==> config.mk <==
export PLATFORM = sky130hd
export DESIGN_NAME = lzd_cmd_fifo
export DESIGN_NICKNAME = d
export VERILOG_FILES = /design/src/rtl/lzd_pkg.sv /design/src/rtl/lzd_cmd_fifo.sv
export SDC_FILE = /design/constraint.sdc
export NUM_CORES = 1
export LEC_CHECK = 0
export ABC_AREA = 1
export BUFFER_PORTS_ARGS = -buffer_cell sky130_fd_sc_hd__buf_2
export CAP_MARGIN = 20
export CORE_MARGIN = 10
export CORE_UTILIZATION = 35
export DETAILED_ROUTE_END_ITERATION = 8
export PLACE_DENSITY = 0.68
export SETUP_SLACK_MARGIN = 0.5
export SYNTH_ARGS = -nofsm -noshare
export SYNTH_HDL_FRONTEND = slang
export SYNTH_SLANG_ARGS = --single-unit
==> constraint.sdc <==
create_clock -name i_clk -period 5.23 [get_ports i_clk]
set_input_delay 0.7845 -clock i_clk [delete_from_list [all_inputs] [get_ports i_clk]]
set_output_delay 0.7845 -clock i_clk [all_outputs]
set_load 0.05 [all_outputs]
==> src/rtl/lzd_pkg.sv <==
// Shared types, codes and constants of the LZ77 block decoder.
`timescale 1ns / 1ps
`default_nettype none

package lzd_pkg;

    // Field widths fixed by the token and result formats
    localparam int CODE_W  = 24;
    localparam int POS_W   = 13;   // window positions and block_length
    localparam int LEN_W   = 6;    // copy length, at most 63
    localparam int BYTE_W  = 8;
    localparam int KIND_W  = 2;
    localparam int CFG_IDX_W = 2;

    // Upper bound of addressable window: positions never exceed block_length
    localparam int POS_SPAN = 1 << POS_W;

    // Defaults
    localparam int BUFFER_DEPTH_DEF = 4096;
    localparam int MAX_COPY_DEF     = 63;
    localparam int CMD_FIFO_DEPTH   = 2;

    // Configuration register indexes
    localparam logic [CFG_IDX_W-1:0] CFG_BLOCK_END  = 2'd0;
    localparam logic [CFG_IDX_W-1:0] CFG_STREAM_END = 2'd1;
    localparam logic [CFG_IDX_W-1:0] CFG_NO_MATCH   = 2'd2;
    localparam logic [CFG_IDX_W-1:0] CFG_BLOCK_LEN  = 2'd3;

    // Configuration reset values
    localparam logic [CODE_W-1:0] BLOCK_END_RST  = 24'hFFFFFE;
    localparam logic [CODE_W-1:0] STREAM_END_RST = 24'hFFFFFF;
    localparam logic [CODE_W-1:0] NO_MATCH_RST   = 24'hFFFFFD;
    localparam logic [POS_W-1:0]  BLOCK_LEN_RST  = 13'd4096;

    // Result kinds
    localparam logic [KIND_W-1:0] KIND_DATA   = 2'd0;
    localparam logic [KIND_W-1:0] KIND_BLOCK  = 2'd1;
    localparam logic [KIND_W-1:0] KIND_STREAM = 2'd2;
    localparam logic [KIND_W-1:0] KIND_ERROR  = 2'd3;

    // Command opcodes from front to back
    localparam logic [1:0] OP_COPY   = 2'd0;
    localparam logic [1:0] OP_BLOCK  = 2'd1;
    localparam logic [1:0] OP_STREAM = 2'd2;
    localparam logic [1:0] OP_ERROR  = 2'd3;

    typedef struct packed {
        logic [CODE_W-1:0] match_start;
        logic [CODE_W-1:0] match_end;
        logic [BYTE_W-1:0] literal_byte;
        logic              literal_present;
    } t_token;

    typedef struct packed {
        logic [KIND_W-1:0] kind;
        logic [BYTE_W-1:0] data_byte;
        logic              last;
    } t_result;

    typedef struct packed {
        logic [1:0]        op;
        logic [POS_W-1:0]  start;
        logic [LEN_W-1:0]  len;
        logic              has_lit;
        logic [BYTE_W-1:0] lit;
    } t_cmd;

    typedef struct packed {
        logic             busy;
        logic [POS_W-1:0] wr_pos;
        logic [POS_W-1:0] fill;
    } t_back_status;

endpackage

`default_nettype wire

==> src/rtl/lzd_cmd_fifo.sv <==
// Short command queue between classifier and copy engine.
`timescale 1ns / 1ps
`default_nettype none

module lzd_cmd_fifo
    import lzd_pkg::*;
(
    input  wire logic i_clk,
    input  wire logic i_rst_n,
    input  wire logic i_push,
    input  wire t_cmd i_cmd,
    output      logic o_full,
    input  wire logic i_pop,
    output      logic o_valid,
    output      t_cmd o_cmd
);

    localparam int DEPTH = CMD_FIFO_DEPTH;
    localparam int PTR_W = (DEPTH > 1) ? $clog2(DEPTH) : 1;
    localparam int CNT_W = $clog2(DEPTH + 1);

    t_cmd             r_slot [DEPTH];
    logic [PTR_W-1:0] r_wr_ptr;
    logic [PTR_W-1:0] r_rd_ptr;
    logic [CNT_W-1:0] r_count;
    logic             do_push;
    logic             do_pop;

    function automatic logic [PTR_W-1:0] ptr_inc(input logic [PTR_W-1:0] p);
        ptr_inc = (p == PTR_W'(DEPTH - 1)) ? '0 : p + 1'b1;
    endfunction

    assign o_full  = (r_count == CNT_W'(DEPTH));
    assign o_valid = (r_count != '0);
    assign o_cmd   = r_slot[r_rd_ptr];
    assign do_push = i_push && !o_full;
    assign do_pop  = i_pop && o_valid;

    always_ff @(posedge i_clk) begin
        if (do_push) begin
            r_slot[r_wr_ptr] <= i_cmd;
        end
    end

    always_ff @(posedge i_clk) begin
        if (!i_rst_n) begin
            r_wr_ptr <= '0;
            r_rd_ptr <= '0;
            r_count  <= '0;
        end else begin
            if (do_push) begin
                r_wr_ptr <= ptr_inc(r_wr_ptr);
            end
            if (do_pop) begin
                r_rd_ptr <= ptr_inc(r_rd_ptr);
            end
            if (do_push && !do_pop) begin
                r_count <= r_count + 1'b1;
            end else if (do_pop && !do_push) begin
                r_count <= r_count - 1'b1;
            end
        end
    end

endmodule

`default_nettype wire

==> qor.csv <==
metric;value;unit
status;finished, final reports clean;
H-tree depth;3;
critical path, cell by cell;mux2_4 -> buf_2;
Die Ht;105;um
Filler cells;636;
Cell Int Power;1.12;mW
postcts setup bufs;0;
DRC;0;
P_leak;1.27;nW
P_sw;0.638;mW
worst endpoint required time;4.45;ns
Slew HR;32.2;%
CTS tree;done;
worst-margin pin slew;1.02;ns
Comb pwr share;33.4;%
vias post-DR;1286;
nets;238;
Routed WL;4.53;mm
CP Capture Type;output port;
GRT Residual Overflow;0;
CP Class;flip-flop to output port;
DP Wirelength;3.12;mm
CTS Hold Bufs;0;
crit path max fanout;30;
Power per Cell Area;554;nW/um^2
mapped cell area;2530;um^2
post-place setup slack;2.82;ns
power share of the sequential group;41.0;%
# placed instances;288;
Worst path slowest cell;dfxtp_2;
CTS root buffer;clkbuf_8;
most frequent cells in the layout;buf_2, edfxtp_1, mux2_4;
initial antenna violation count;0;
wire length per cell;14.9;um
final setup margin;2.52;ns
cells after synthesis;130;
MaxCap Viol Count;0;
Final setup violation count;0;
clock latency on the worst-skew pair;0.34;ns
Synth area leaders;edfxtp_1, mux2_4, dfxtp_1;
clock slew seen by the registers of the worst setup and hold paths;0.07;ns
Worst VDD drop;0.419;mV
GRT Total Usage;8.37;%
ANT cells;0;
initial DRC count;32;
Critical Path AT;1.92;ns
Syn. warnings;0;
crit path buf inv count;1;
Yosys top cell by area;edfxtp_1;
area delta synth->final;25.2;%
initial core utilization;36.7;%
Syn Area/Cell;19.5;um^2
die area;11000;um^2
Die Wd;105;um
first-pass GRT wire length;7.13;mm
maximum buffer depth of the clock tree;2;
Rows;30;
RePlAce Congestion;0.664;
Hold Vio Cnt, Final;0;
Netlist cell types;16;
Worst Hold Class;flip-flop to flip-flop;
Top Ports;66;
Via density;4.23;
core area;6910;um^2
post-synth top area share;71.1;%
sequential share of the synthesized area;75.1;%
total CTS buffers;9;
Worst setup SP type;flip-flop;
post-route insts no fill;304;
CP peak stage delay;1.01;ns
Net Count, Synth;165;
Slew Limit Fails;0;
Setup TNS;0;ns
Sink Count;65;
sw frac;36.3;%
pin count of the biggest net entering global routing;31;
Yosys reg bits;65;
final antenna-violating net count;0;
Clk pwr share;25.6;%
CP delay by family, top;flip-flops;
vias in the first global route;1402;
unrepaired setup endpoints after global routing;no;
PostCTS Resize Cnt;0;
fin crit period;2.71;ns
final setup skew;0.0107;ns
fin util;45.9;%
leading cell type in the layout, fill and taps excluded;buf_2;
Max Clk Rate;0.370;GHz
layout cells sized above 1;56.7;%
hold_ws;0.507;ns
crit share post-route;51.7;%
drt first pass iters;4;
number of port buffers;65;
[synth_stat cells]
| master | count |
|---|---|
| inv_2 | 3 |
| a21oi_1 | 1 |
| nor2_1 | 9 |
| o21ai_0 | 2 |
| dfxtp_1 | 5 |
| o21a_1 | 1 |
| mux2_4 | 30 |
| inv_1 | 5 |
| nand2_2 | 1 |
| buf_6 | 3 |
| nand2_1 | 6 |
| o21ai_2 | 1 |
| ha_1 | 1 |
| edfxtp_1 | 60 |
| nand3_1 | 1 |
| nand4_1 | 1 |
[flip-flops by register name (all words and copies together), names as in the netlist, named ones only]
signal    count
r_count       2
r_wr_ptr      1
r_slot       60
r_rd_ptr      1
[cell type report]
class                      instances  area (um^2)  share of cell area (%)
sequential                        65         1900                    60.0
multi-input combinational         54          583                    18.4
timing repair buffer              65          325                    10.3
clock buffer                      10          128                    4.02
tap                               96          120                    3.79
clock inverter                     6         82.6                    2.60
inverter                           8         30.0                   0.947
[tightest hold or removal path: stages, from the launching register on]
cell and delay (ns):
dfxtp_1 0.33, nor2_1 0.06, nor2_1 0.09
[kinds of logic after synthesis]
kind of cell	count (synthesis)	synth area share (%)
AO/OA/AOI/OAI	5	1.23
AND/OR/NAND/NOR	18	2.91
adder cells (fa/ha/maj)	1	0.494
buffers and inverters	11	2.52
multiplexers	30	17.8
flip-flops	65	75.1
[power groups by stage]
stage | logic [mW] | registers, mW | clock network [mW]
after floorplan | 0.518 | 0.693 | 0
after global placement | 0.592 | 0.731 | 0
after detailed placement | 0.597 | 0.735 | 0
after CTS | 0.598 | 0.724 | 0.458
after global routing | 0.624 | 0.733 | 0.487
final | 0.586 | 0.720 | 0.449
[per-layer routing]
layer | GRT usage (%) | vias up | wire, um
met5 | 0 | - | 0
met4 | 4.71 | 0 | 100
met3 | 4.36 | 10 | 363
met2 | 12.7 | 47 | 2070
met1 | 9.29 | 595 | 1990
li1 | - | 634 | -
[final timing paths]
check | startpoint | end | slack (ns) | cells past startpoint
min reg2reg | r_rd_ptr$_SDFFE_PN0P_ | r_rd_ptr$_SDFFE_PN0P_ | 0.51 | 2
max reg2reg | r_count[0]$_SDFFE_PN0P_ | r_slot[1][28]$_DFFE_PP_ | 3.54 | 2
min | r_rd_ptr$_SDFFE_PN0P_ | r_rd_ptr$_SDFFE_PN0P_ | 0.51 | 2
max | flip-flop | o_cmd[17] | 2.52 | 2
[metrics by stage]
step / cell area [um^2] / power, mW
4_1_cts: 3170 / 1.78
3_5_place_dp: 2960 / 1.33
2_1_floorplan: 2530 / 1.21
6_report: 3170 / 1.76
5_1_grt: 3170 / 1.84
3_3_place_gp: 2960 / 1.32
(Power assumes the default switching activity.)
