$ cat config.mk
export PLATFORM = sky130hd
export DESIGN_NAME = lzd_front
export DESIGN_NICKNAME = d
export VERILOG_FILES = /design/src/rtl/lzd_pkg.sv /design/src/rtl/lzd_front.sv
export SDC_FILE = /design/constraint.sdc
export NUM_CORES = 1
export LEC_CHECK = 0
export BUFFER_PORTS_ARGS = -buffer_cell sky130_fd_sc_hd__buf_2
export CORE_ASPECT_RATIO = 0.75
export CORE_UTILIZATION = 30
export CTS_BUF_LIST = sky130_fd_sc_hd__clkbuf_8 sky130_fd_sc_hd__clkbuf_16
export DETAILED_ROUTE_END_ITERATION = 10
export HOLD_SLACK_MARGIN = 0.03
export MAX_ROUTING_LAYER = met4
export SLEW_MARGIN = 40
export SYNTH_ARGS = -nofsm -noshare
export SYNTH_HDL_FRONTEND = slang
export SYNTH_SLANG_ARGS = --single-unit
$ cat constraint.sdc
create_clock -name i_clk -period 3.9 [get_ports i_clk]
set_input_delay 0.195 -clock i_clk [delete_from_list [all_inputs] [get_ports i_clk]]
set_output_delay 0.195 -clock i_clk [all_outputs]
set_load 0.005 [all_outputs]
$ cat src/rtl/lzd_pkg.sv
// Shared types, codes and constants of the LZ77 block decoder.
`timescale 1ns / 1ps
`default_nettype none

package lzd_pkg;

    // Field widths fixed by the token and result formats
    localparam int CODE_W  = 24;
    localparam int POS_W   = 13;   // window positions and block_length
    localparam int LEN_W   = 6;    // copy length, at most 63
    localparam int BYTE_W  = 8;
    localparam int KIND_W  = 2;
    localparam int CFG_IDX_W = 2;

    // Upper bound of addressable window: positions never exceed block_length
    localparam int POS_SPAN = 1 << POS_W;

    // Defaults
    localparam int BUFFER_DEPTH_DEF = 4096;
    localparam int MAX_COPY_DEF     = 63;
    localparam int CMD_FIFO_DEPTH   = 2;

    // Configuration register indexes
    localparam logic [CFG_IDX_W-1:0] CFG_BLOCK_END  = 2'd0;
    localparam logic [CFG_IDX_W-1:0] CFG_STREAM_END = 2'd1;
    localparam logic [CFG_IDX_W-1:0] CFG_NO_MATCH   = 2'd2;
    localparam logic [CFG_IDX_W-1:0] CFG_BLOCK_LEN  = 2'd3;

    // Configuration reset values
    localparam logic [CODE_W-1:0] BLOCK_END_RST  = 24'hFFFFFE;
    localparam logic [CODE_W-1:0] STREAM_END_RST = 24'hFFFFFF;
    localparam logic [CODE_W-1:0] NO_MATCH_RST   = 24'hFFFFFD;
    localparam logic [POS_W-1:0]  BLOCK_LEN_RST  = 13'd4096;

    // Result kinds
    localparam logic [KIND_W-1:0] KIND_DATA   = 2'd0;
    localparam logic [KIND_W-1:0] KIND_BLOCK  = 2'd1;
    localparam logic [KIND_W-1:0] KIND_STREAM = 2'd2;
    localparam logic [KIND_W-1:0] KIND_ERROR  = 2'd3;

    // Command opcodes from front to back
    localparam logic [1:0] OP_COPY   = 2'd0;
    localparam logic [1:0] OP_BLOCK  = 2'd1;
    localparam logic [1:0] OP_STREAM = 2'd2;
    localparam logic [1:0] OP_ERROR  = 2'd3;

    typedef struct packed {
        logic [CODE_W-1:0] match_start;
        logic [CODE_W-1:0] match_end;
        logic [BYTE_W-1:0] literal_byte;
        logic              literal_present;
    } t_token;

    typedef struct packed {
        logic [KIND_W-1:0] kind;
        logic [BYTE_W-1:0] data_byte;
        logic              last;
    } t_result;

    typedef struct packed {
        logic [1:0]        op;
        logic [POS_W-1:0]  start;
        logic [LEN_W-1:0]  len;
        logic              has_lit;
        logic [BYTE_W-1:0] lit;
    } t_cmd;

    typedef struct packed {
        logic             busy;
        logic [POS_W-1:0] wr_pos;
        logic [POS_W-1:0] fill;
    } t_back_status;

endpackage

`default_nettype wire

$ cat src/rtl/lzd_front.sv
// Token classifier: decodes control codes and checks copy bounds.
`timescale 1ns / 1ps
`default_nettype none

module lzd_front
    import lzd_pkg::*;
#(
    parameter int MAX_COPY = MAX_COPY_DEF
) (
    input  wire logic              i_clk,
    input  wire logic              i_rst_n,
    input  wire logic              push,
    output      logic              full,
    input  wire t_token            i_token,
    input  wire logic [CODE_W-1:0] i_block_end_code,
    input  wire logic [CODE_W-1:0] i_stream_end_code,
    input  wire logic [CODE_W-1:0] i_no_match_code,
    input  wire logic [POS_W-1:0]  i_cap,
    input  wire logic              i_q_full,
    output      logic              o_q_push,
    output      t_cmd              o_q_cmd
);

    logic              r_stream_done;
    logic              n_stream_done;
    logic              accept;
    logic              is_stream;
    logic              is_block;
    logic              has_copy;
    logic [CODE_W-1:0] diff;
    logic              copy_bad;

    assign full   = i_q_full;
    assign accept = push && !i_q_full;

    assign is_stream = (i_token.match_start == i_stream_end_code);
    assign is_block  = (i_token.match_start == i_block_end_code);
    assign has_copy  = (i_token.match_start != i_no_match_code)
                    && (i_token.match_end > i_token.match_start);
    assign diff      = i_token.match_end - i_token.match_start;
    assign copy_bad  = has_copy && ((diff > CODE_W'(MAX_COPY))
                    || (i_token.match_end > {{(CODE_W-POS_W){1'b0}}, i_cap}));

    always_comb begin
        n_stream_done   = r_stream_done;
        o_q_push        = 1'b0;
        o_q_cmd.op      = OP_COPY;
        o_q_cmd.start   = i_token.match_start[POS_W-1:0];
        o_q_cmd.len     = has_copy ? diff[LEN_W-1:0] : '0;
        o_q_cmd.has_lit = i_token.literal_present;
        o_q_cmd.lit     = i_token.literal_byte;
        // drop every token once the stream has ended
        if (accept && !r_stream_done) begin
            o_q_push = 1'b1;
            if (is_stream) begin
                o_q_cmd.op    = OP_STREAM;
                n_stream_done = 1'b1;
            end else if (is_block) begin
                o_q_cmd.op = OP_BLOCK;
            end else if (copy_bad) begin
                o_q_cmd.op = OP_ERROR;
            end
        end
    end

    always_ff @(posedge i_clk) begin
        if (!i_rst_n) begin
            r_stream_done <= 1'b0;
        end else begin
            r_stream_done <= n_stream_done;
        end
    end

endmodule

`default_nettype wire

==> results.md <==
* Status: completed
* Switch Pwr at slightly below 0.3 mW
* Finished Layout Cells at 700
* Clk network pwr share at 0
* Top reg by flops: r_stream_done
* RSZ-0062 raised after global routing: no
* MaxCap Viol Count at 0
* Max Clock Skew at 0 ns
* DP Wirelength at between 10 and 15 mm
* GR Overflow Total at 0
* Via Count at around 3700
* # resized after CTS at 0
* Fin. Hold Viols at 0
* Initial antenna violation count at 0
* DRC at 0
* Setup violations, final at 0
* Dpl ws at 0.5071 ns
* Post-Place Cells at 700
* Top Registers: r_stream_done: 1 flops
* Die extent in y at 90.10 um
* Register area share after synthesis at 0.006449
* Worst Path Required at 3.70 ns
* Sw frac at 0.5489
* Pwr dens at 137.3 nW/um^2
* Post-synth EDFFs at 0
* Leak at between 1.5 and 2 nW
* Die Area at approximately 11000 sq um
* Total GRT Usage at 0.2105
* DR vias/cell at roughly 5.3
* CP Launch Type: input port
* Routed Antenna Nets at 0
* Slowest cell on crit path: o21ai_0
* Comb power frac at 0.980
* Largest net degree at the start of global routing at 12
* Mapped Cells at 441
* Setup TNS at 0 ns
* Crit path max fanout at 6
* Max VDD drop at 0.07107 mV
* Max reg flops at 1
* Met1 capacity usage during global routing at 0.3206
* I/O pin cnt at around 180
* Port buffer count at approximately 160
* First-pass GRT wire length at between 15 and 20 mm
* Asr flop ratio synth at 0
* Row Count at 31
* FMAX at approximately 280 MHz
* Max incr delay on CP at slightly above 0.4 ns
* CP Capture Type: output port
* Worst Max-Slew Pin Slew at ~0.65 ns
* Clock Latency Late Sink at 0 ns
* Layout area overhead at 23.90%
* Nets at around 750
* Setup bufs post-CTS at 0
* GR Util met2 at 0.2987
* Ys flop type: dfxtp_1
* Slew Viols, Final at 0
* Layout cells sized above 1 at 0.2905
* Mapped cell area at approximately 3100 sq um
* # diodes at 0
* Relative slew slack at 0.5630
* Syn_area_per_cell at ~7.0 sq um
* Drt initial violations at around 220
* Most used cell, CP: buf_2
* Net Count, Synth at 625
* GR Util met3 at 0.03173
* PnR worst setup slack at ~0.39 ns
* Die Wd at roughly 120 um
* GP Congestion at 0.9459
* Crit share post-route at 0.9000
* Min cycle time layout at between 3 and 4 ns
* Yosys warns at 0
* Drt pass-1 iters at 5
* Critical-path cell list: buf_2, ha_1, fa_1, nand2b_1, a21oi_1, o21a_1, a221o_1, a221oi_2, o21ai_0, nand2_1, nor3_1, buf_2
* Yosys reg bits at 1
* CP Class: input port to output port
* Wire per inst at approximately 17 um
* Yosys cell types at 60
* Vias in the first global route at around 3400
* CP top delay family: compound AO/OA/AOI/OAI gates
* Starting density of the core at 0.3151
* Sequential group share of total power at 0.020
* CP bufs+invs at 2
* Power Internal at about 0.24 mW
* Routed WL at 11.80 mm
* Count of hold-fix buffers inserted at cts at 0
* Worst hold-check path type: input port to output port
* GR peak layer: met1
* Core ar. at slightly below 10000 sq um
* Critical path data arrival time at roughly 3.3 ns
[cell type report]
type,instances,area (sq um)
fillers,1066,6006
inverters,47,176.4
multi-input cells,361,2689
flip-flops and latches,1,20.02
well taps,132,165.2
repair buffers,159,795.8
[power by group through the flow]
stage | registers, mW | clock network [mW] | logic, mW
after global placement | 0.0104 | 0 | 0.505
final | 0.0104 | 0 | 0.518
after detailed placement | 0.0104 | 0 | 0.507
after floorplan | 0.0104 | 0 | 0.330
after CTS | 0.0104 | 0 | 0.511
after global routing | 0.0104 | 0 | 0.570
[cell usage after synthesis, types with 4 or more instances]
master      n  area [sq um]
nand2b_1   13         81.33
buf_2       4         20.02
buf_4      23         172.7
inv_1      47         176.4
nor2_1     16         60.06
a21oi_1    23         115.1
xor2_1     52         455.4
a21o_1     14         105.1
nor2b_1     6         37.54
nor4_1     17         106.4
clkbuf_1    4         15.01
and3_1      5         31.28
o31ai_1     5         37.54
nand2_1    27         101.4
a211oi_1    4         30.03
o211ai_1    5         37.54
xnor2_1    27         236.5
ha_1       37         462.9
nand4_1    14         87.58
nor3_1     12         60.06
nand3_1    14         70.07
o21ai_0    12         60.06
o2111ai_1   5         43.79
[layout by cell type (no fill, tap or decap), types with 2 or more instances in the layout]
master | Yosys | final
inv_1 | 47 | 47
mux2i_1 | 2 | 2
o2111ai_1 | 5 | 5
nor2b_1 | 6 | 6
xnor2_1 | 27 | 27
a21boi_0 | 3 | 3
a31oi_1 | 3 | 3
a2111o_1 | 2 | 2
a2bb2oi_1 | 2 | 2
a21o_1 | 14 | 14
a21oi_1 | 23 | 23
nor4_1 | 17 | 17
nor3_1 | 12 | 12
and3_1 | 5 | 5
o21ai_0 | 12 | 12
xor2_1 | 52 | 52
o21bai_1 | 2 | 2
a221o_1 | 3 | 3
buf_2 | 4 | 159
or2_1 | 2 | 2
nand4b_1 | 3 | 3
o21ai_1 | 3 | 3
a211oi_1 | 4 | 4
nand2_1 | 27 | 27
o31ai_1 | 5 | 5
ha_1 | 37 | 37
o211ai_1 | 5 | 5
a2111oi_0 | 3 | 3
o21a_1 | 2 | 2
nand2b_1 | 13 | 13
nor2_1 | 16 | 16
nand3_1 | 14 | 14
nand4_1 | 14 | 14
[cells by family (layout without fill, tap and decap cells)]
family | count (synthesis) | count (layout) | share of synthesized area
compound gates | 103 | 103 | 0.2358
xor+xnor | 79 | 79 | 0.2229
fa+ha+maj | 38 | 38 | 0.1556
buf+inv | 79 | 206 | 0.1274
flops | 1 | 1 | 0.006449
mux | 3 | 3 | 0.01008
simple gates | 138 | 138 | 0.2418
[layer usage]
| metal | up-vias | wire, um |
|---|---|---|
| li1 | 1822 | - |
| met1 | 1699 | 5959 |
| met2 | 168 | 4816 |
| met3 | 6 | 974 |
| met4 | 0 | 52 |
| met5 | - | 0 |
[path summary, 6_finish.rpt]
| kind | from | to | slack (ns) | cells past startpoint |
|---|---|---|---|---|
| setup / recovery | i_token[33] | o_q_cmd[12] | 0.39 | 12 |
| hold / removal | i_token[3] | o_q_cmd[2] | 0.39 | 0 |
| setup reg to reg | r_stream_done$_SDFFE_PN0P_ | r_stream_done$_SDFFE_PN0P_ | 2.86 | 3 |
| hold reg to reg | r_stream_done$_SDFFE_PN0P_ | r_stream_done$_SDFFE_PN0P_ | 0.49 | 2 |
[through the flow]
step                      hold slack (ns)    util  cell area [sq um]  power (mW)
after floorplan                    0.3232       -               3104      0.3404
after global placement             0.3900  0.3904               3846      0.5157
after detailed placement           0.3900  0.3904               3846      0.5175
after CTS                          0.3900  0.3904               3846      0.5212
after global routing               0.3900  0.3904               3846      0.5805
final                              0.3900  0.3904               3846      0.5280
Note: power is estimated with default switching activity, not from simulation.
